`config.mk`:
```
export PLATFORM = sky130hd
export DESIGN_NAME = wspm_ctrl
export DESIGN_NICKNAME = d
export VERILOG_FILES = /design/src/wspm_pkg.sv /design/src/wspm_ctrl.sv
export SDC_FILE = /design/constraint.sdc
export NUM_CORES = 1
export LEC_CHECK = 0
export BUFFER_PORTS_ARGS = -buffer_cell sky130_fd_sc_hd__buf_2
export CAP_MARGIN = 20
export CORE_AREA = 2 2 39 41
export CTS_CLUSTER_SIZE = 16
export DETAILED_ROUTE_END_ITERATION = 12
export DIE_AREA = 0 0 41 43
export HOLD_SLACK_MARGIN = 0.08
export PLACE_DENSITY_LB_ADDON = 0.1
export SLEW_MARGIN = 20
export SYNTH_ARGS = -nofsm -noshare
export SYNTH_HDL_FRONTEND = slang
export SYNTH_SLANG_ARGS = --single-unit
```
`constraint.sdc`:
```
create_clock -name clk -period 2.1 [get_ports clk]
set_input_delay 0.21 -clock clk [delete_from_list [all_inputs] [get_ports clk]]
set_output_delay 0.21 -clock clk [all_outputs]
set_load 0.05 [all_outputs]
```
`src/wspm_pkg.sv`:
```
// Shared types, field widths, register codes and control structs for the working-set page monitor.
package wspm_pkg;

  localparam int PSIZE_W    = 16;
  localparam int ILEN_W     = 16;
  localparam int NPAGES_W   = 13;
  localparam int POS_W      = 32;
  localparam int REFS_W     = 16;
  localparam int DIST_W     = 13;
  localparam int ILL_W      = 32;
  localparam int CFG_IDX_W  = 2;
  localparam int CFG_DATA_W = 16;

  typedef logic [PSIZE_W-1:0]    psize_t;
  typedef logic [ILEN_W-1:0]     ilen_t;
  typedef logic [NPAGES_W-1:0]   npages_t;
  typedef logic [POS_W-1:0]      pos_t;
  typedef logic [REFS_W-1:0]     refs_t;
  typedef logic [DIST_W-1:0]     dist_t;
  typedef logic [ILL_W-1:0]      ill_t;
  typedef logic [CFG_IDX_W-1:0]  cfg_idx_t;
  typedef logic [CFG_DATA_W-1:0] cfg_data_t;

  // register indexes
  localparam cfg_idx_t CFG_PAGE_SIZE    = cfg_idx_t'(0);
  localparam cfg_idx_t CFG_INTERVAL_LEN = cfg_idx_t'(1);
  localparam cfg_idx_t CFG_NUM_PAGES    = cfg_idx_t'(2);

  // register reset values
  localparam psize_t  PSIZE_RST  = psize_t'(16);
  localparam ilen_t   ILEN_RST   = ilen_t'(2000);
  localparam npages_t NPAGES_RST = npages_t'(63);

  typedef enum logic [2:0] {
    ST_INIT,
    ST_IDLE,
    ST_DIV,
    ST_CHECK,
    ST_UPD,
    ST_REPORT,
    ST_CLR_RD,
    ST_CLR_WR
  } state_t;

  typedef struct packed {
    logic load;       // latch accepted item, arm divider
    logic div_step;   // one quotient bit
    logic bump_ill;   // count an illegal reference
    logic rd_bit;     // read bitmap at the page
    logic upd;        // apply the reference to bitmap and counters
    logic emit_roll;  // load the report and roll or clear the counters
    logic clr_rd;     // read the next touched page from the list
    logic clr_wr;     // clear that page in the bitmap
    logic clr_done;   // list walked, drop the distinct count
    logic init_wr;    // post-reset sweep write
  } cmd_t;

  typedef struct packed {
    logic div_last;
    logic illegal;
    logic due;
    logic out_free;
    logic pages_zero;
    logic clr_last;
    logic init_last;
  } stat_t;

endpackage

```
`src/wspm_ctrl.sv`:
```
// Controller state machine: sequences the post-reset sweep, divide, bitmap update, report and bitmap clearing.
module wspm_ctrl (
  input  logic             clk,
  input  logic             rst_n,
  input  logic             in_valid,
  input  logic             in_flush,
  output logic             in_ready,
  output wspm_pkg::cmd_t   cmd,
  input  wspm_pkg::stat_t  stat
);

  wspm_pkg::state_t state_r;
  wspm_pkg::state_t state_nxt;

  always_ff @(posedge clk) begin
    if (!rst_n) begin
      state_r <= wspm_pkg::ST_INIT;
    end else begin
      state_r <= state_nxt;
    end
  end

  always_comb begin
    state_nxt = state_r;
    unique case (state_r)
      wspm_pkg::ST_INIT: begin
        if (stat.init_last) state_nxt = wspm_pkg::ST_IDLE;
      end
      wspm_pkg::ST_IDLE: begin
        if (in_valid) state_nxt = in_flush ? wspm_pkg::ST_REPORT : wspm_pkg::ST_DIV;
      end
      wspm_pkg::ST_DIV: begin
        if (stat.div_last) state_nxt = wspm_pkg::ST_CHECK;
      end
      wspm_pkg::ST_CHECK: begin
        state_nxt = stat.illegal ? wspm_pkg::ST_IDLE : wspm_pkg::ST_UPD;
      end
      wspm_pkg::ST_UPD: begin
        state_nxt = stat.due ? wspm_pkg::ST_REPORT : wspm_pkg::ST_IDLE;
      end
      wspm_pkg::ST_REPORT: begin
        if (stat.out_free) begin
          state_nxt = stat.pages_zero ? wspm_pkg::ST_IDLE : wspm_pkg::ST_CLR_RD;
        end
      end
      wspm_pkg::ST_CLR_RD: begin
        state_nxt = wspm_pkg::ST_CLR_WR;
      end
      wspm_pkg::ST_CLR_WR: begin
        state_nxt = stat.clr_last ? wspm_pkg::ST_IDLE : wspm_pkg::ST_CLR_RD;
      end
      default: begin
        state_nxt = wspm_pkg::ST_INIT;
      end
    endcase
  end

  always_comb begin
    cmd      = '0;
    in_ready = 1'b0;
    unique case (state_r)
      wspm_pkg::ST_INIT: begin
        cmd.init_wr = 1'b1;
      end
      wspm_pkg::ST_IDLE: begin
        in_ready = 1'b1;
        cmd.load = in_valid;
      end
      wspm_pkg::ST_DIV: begin
        cmd.div_step = 1'b1;
      end
      wspm_pkg::ST_CHECK: begin
        cmd.bump_ill = stat.illegal;
        cmd.rd_bit   = !stat.illegal;
      end
      wspm_pkg::ST_UPD: begin
        cmd.upd = 1'b1;
      end
      wspm_pkg::ST_REPORT: begin
        cmd.emit_roll = stat.out_free;
      end
      wspm_pkg::ST_CLR_RD: begin
        cmd.clr_rd = 1'b1;
      end
      wspm_pkg::ST_CLR_WR: begin
        cmd.clr_wr   = 1'b1;
        cmd.clr_done = stat.clr_last;
      end
      default: begin
        cmd = '0;
      end
    endcase
  end

  a_accept_starts_work: assert property (@(posedge clk) disable iff (!rst_n)
    in_valid && in_ready |=> state_r == wspm_pkg::ST_DIV || state_r == wspm_pkg::ST_REPORT)
    else $error("accepted item did not start divide or report");

  a_upd_after_read: assert property (@(posedge clk) disable iff (!rst_n)
    state_r == wspm_pkg::ST_UPD |-> $past(state_r) == wspm_pkg::ST_CHECK)
    else $error("bitmap update without a preceding read");

endmodule

```
## Yosys cells after proc, flatten, opt, wreduce, memory -nomap -nowiden

Cells that the tools add are included.

- Equal/unequal tests: 11
- Muxes and demuxes: 19
- Reductions and logical operators: 3

Operators with widths:

| kind | count |
|---|---|
| $mux 3 | 9 |
| $pmux 3 s8 | 1 |
| $eq 3x3->1 const B | 4 |
| $ne 2x2->1 const B | 4 |
| $mux 1 | 7 |
| $eq 3x2->1 const B | 2 |
| $mux 2 | 2 |
| $reduce_and 4->1 | 1 |
| $eq 3x1->1 const B | 1 |
| $logic_not 3->1 | 1 |
| $logic_not 1->1 | 1 |

- Bits in registers: 3
- Bits of input ports: 11
- Logic and storage cells: 34

## Longest topological paths before layout

- Depth after elaboration: 3
- Gate-level depth with buffers: 5
- Mapped depth without buffers: 3

## Least setup slack after synthesis

OpenSTA, ideal clock, no wires.

- Kind: register to output
- Start point: reg state_r[2]
- End point: out cmd[5] (netlist bit)
- Data arrival time: 1.765 ns
- Required time: 1.890 ns
- Setup slack: 0.125 ns
- Cell stages (with the launch flop): 4
- Path buffers: 2
- Path through: dfxtp_1 > buf_6 > buf_6 > nor3b_1

RTL lines:

| what | RTL line | text |
|---|---|---|
| start: declaration | wspm_ctrl.sv:12 | `wspm_pkg::state_t state_r;` |
| start signal: assignment | wspm_ctrl.sv:17 | `state_r <= wspm_pkg::ST_INIT;` |
| start signal: assignment | wspm_ctrl.sv:19 | `state_r <= state_nxt;` |
| end: declaration | wspm_ctrl.sv:8 | `output wspm_pkg::cmd_t cmd,` |

==> metrics.csv <==
stage;metric;value;unit
outcome;status;finished clean;
logic_synthesis;Mapped Cells;45;
worst_setup_path;Worst setup SP type;register;
logic_synthesis;Cell Area, Synth;392;sq um
power_and_ir_drop;Pint;0.165;mW
die;starting density of the core;28.3;%
placed_design;Placed Area;472;sq um
drt;Metal-1 WL;409;um
job;max cap viols;0;
power_and_ir_drop;Static Leakage;0.239;nW
drt;first drt pass iteration count;4;
min_path;Hold Crit Class;in2reg;
cells_and_area;most flop-heavy register;state_r;
logic_synthesis;warnings from Yosys;0;
drt;initial DRC count;4;
power_and_ir_drop;Sw Ratio;38.1;%
timing;post-route setup slack;262;ps
power_and_ir_drop;power per cell area;537;nW/um^2
logic_synthesis;Syn Area/Cell;8.70;sq um
logic_synthesis;Synth async-reset ratio;0;%
logic_synthesis;Commonest cells post-synth;4 x buf_6, 4 x nand2b_1;
timing;Hold Vio Cnt, Final;0;
cts;clk root buf;clkbuf_4;
drt;WL met2;430;um
drt;Vias;401;
logic_synthesis;ys flop type;dfxtp_1;
cells_and_area;share of cells above drive strength 1;48.5;%
global_routing;total grt overflow;0;
cts;CTS tree;built;
power_and_ir_drop;maximum VDD drop;0.202;mV
worst_setup_path;Critical-path top delay cell;dfxtp_1;
global_routing;vias in the first global route;341;
logic_synthesis;Distinct cells, synth;27;
global_routing;largest net degree at the start of global routing;21;
logic_synthesis;Seq/Total Area, Yosys;15.3;%
placed_design;PortBufs;21;
die;total I/O pin count;22;
timing;RSZ-0062 raised after global routing;no;
logic_synthesis;largest area contributor in the netlist;dfxtp_1;
timing;Final Max Slew Viols;0;
cells_and_area;nets;78;
drt;WL/cell;11.0;um
timing;minimum clock period;1840;ps
logic_synthesis;synthesized net count;56;
die;core area;1380;sq um
global_routing;initial antenna violation count;0;
timing;period utilisation layout;87.5;%
timing;Setup-failing EPs final;0;
worst_setup_path;Worst path max stage delay;740;ps
worst_setup_path;Critical Path Fanout Max;20;
cts;Hold-fix buffers, CTS;0;
placed_design;DP HPWL;681;um
placed_design;pre-CTS setup slack;512;ps
power_and_ir_drop;Clk network pwr share;38.8;%
placed_design;Final GP Congestion;0.650;
logic_synthesis;Synth top area share;15.3;%
cts;maximum clock path buffer count;2;
drt;routed vias/inst;4.89;
cts;H-Tree Depth;1;
cells_and_area;Antenna diodes;0;
die;row count;14;
timing;setup tns final;0;ps
timing;Slew @ Worst Pin;668;ps
logic_synthesis;Synth area leaders;dfxtp_1 15%, buf_6 12%, nand2b_1 6.4%;
drt;antenna-violating nets left;0;
global_routing;total track usage;12.0;%
worst_setup_path;CP arrival;1630;ps
cells_and_area;max reg flops;3;
cts;cts repair resizes;0;
cts;Clock Pin Slew Worst Setup and Hold Paths;40;ps
drt;met3 routed wirelength;59;um
drt;Top Layer Used;met3;
worst_setup_path;Setup crit end kind;output port;
logic_synthesis;Post-synth EDFFs;0;
cts;TritonCTS buffer count;3;
cells_and_area;Top Registers;state_r (3);
worst_setup_path;critical path required time;1890;ps
power_and_ir_drop;Sequential Power Share;28.9;%
worst_setup_path;WP buf/inv;1;
drt;DR DRC count;0;
cts;# clock sinks;3;
drt;routed wire length;899;um
power_and_ir_drop;Switching Power;0.102;mW
die;Die X;41;um
timing;Worst Skew;7.63;ps
timing;Relative slew margins;55.4;%
die;Die Ht;43;um
die;die area;1760;sq um
timing;Peak Freq;544;MHz
worst_setup_path;CP top delay family;flip-flops;
cts;# Post-CTS Setup Buffers;0;
worst_setup_path;WS Path Type;reg2out;
cts;clk_lat worst skew;240;ps
power_and_ir_drop;Gate power share;32.3;%
cells_and_area;final instance area;498;sq um
global_routing;global-route wire length before repair;1420;um
logic_synthesis;Seq cells post-synth;3;
worst_setup_path;crit path cell chain;and3_2 > and2_1 > buf_2;
cells_and_area;Area growth syn-to-layout;27.2;%
## layout by cell type, fill, tap and decap left out
| master | count |
|---|---|
| buf_2 | 21 |
| nand2b_1 | 4 |
| nor3b_1 | 3 |
| nor2_1 | 3 |
| a21oi_1 | 3 |
| clkbuf_4 | 3 |
| dfxtp_1 | 3 |
| nand2_1 | 2 |
| nand3b_1 | 2 |
| inv_1 | 2 |
| a31oi_1 | 2 |
| and3b_2 | 1 |
| and3_2 | 1 |
| and2_1 | 1 |
| nor3_2 | 1 |
| nor3_1 | 1 |
| mux2_1 | 1 |
| o31ai_4 | 1 |
| o31a_1 | 1 |
| a21boi_1 | 1 |
| mux2_4 | 1 |
| nor3b_2 | 1 |
| o221a_1 | 1 |
| nor2b_1 | 1 |
| a21bo_2 | 1 |
| o221ai_1 | 1 |
| mux2_2 | 1 |
| o21bai_1 | 1 |
| clkbuf_1 | 1 |
## per-stage QoR
step                instances  power, mW  util, %  hold WS (ps)
floorplan                  45      0.147        -           319
global placement           78      0.167     34.1           462
detailed placement         78      0.166     34.1           460
CTS                        82      0.273     36.0           214
global route               82      0.282     36.0           229
finish                     82      0.267     36.0           222
## logic make-up (layout without fill, tap and decap cells)
kind of cell	count (synthesis)	after routing	synth area share [%]
muxes	3	3	9.58
AOI/OAI and AO/OA	12	12	26.2
and+or+nand+nor	21	21	35.5
DFF	3	3	15.3
buffers and inverters	6	27	13.4
## final timing paths
check / to / slack (ps) / from / cells past startpoint
worst max-delay path: cmd[1] / 260 / state_r[2]$_SDFFE_PN0P_ / 3
worst min-delay path: state_r[0]$_SDFFE_PN0P_ / 220 / rst_n / 3
worst max register to register: state_r[1]$_SDFFE_PN0P_ / 590 / state_r[2]$_SDFFE_PN0P_ / 3
worst min register to register: state_r[0]$_SDFFE_PN0P_ / 720 / state_r[0]$_SDFFE_PN0P_ / 2
## cell type report
cell class,instances,area [sq um]
Clock buffer,4,26.3
Inverter,2,7.51
Multi-Input combinational cell,36,279
Timing Repair Buffer,21,105
Fill cell,158,886
Sequential cell,3,60.1
Tap cell,16,20.0
## power groups by stage
stage               combinational (mW)  clock (mW)  sequential (mW)
floorplan                       0.0795           0           0.0673
global placement                0.0882           0           0.0787
detailed placement              0.0872           0           0.0785
CTS                             0.0876       0.108           0.0775
global route                    0.0938       0.109           0.0796
finish                          0.0863       0.104           0.0773
## tightest hold or removal path, stage by stage
cell,delay [ps]
buf_2,120
inv_1,50
a31oi_1,30
## routing by layer
metal,vias to the layer above,global-route usage (%)
li1,208,-
met1,175,16.0
met2,18,16.3
met3,0,3.14
met4,0,8.00
met5,-,0
No activity file was read; power rests on OpenSTA's default activity.
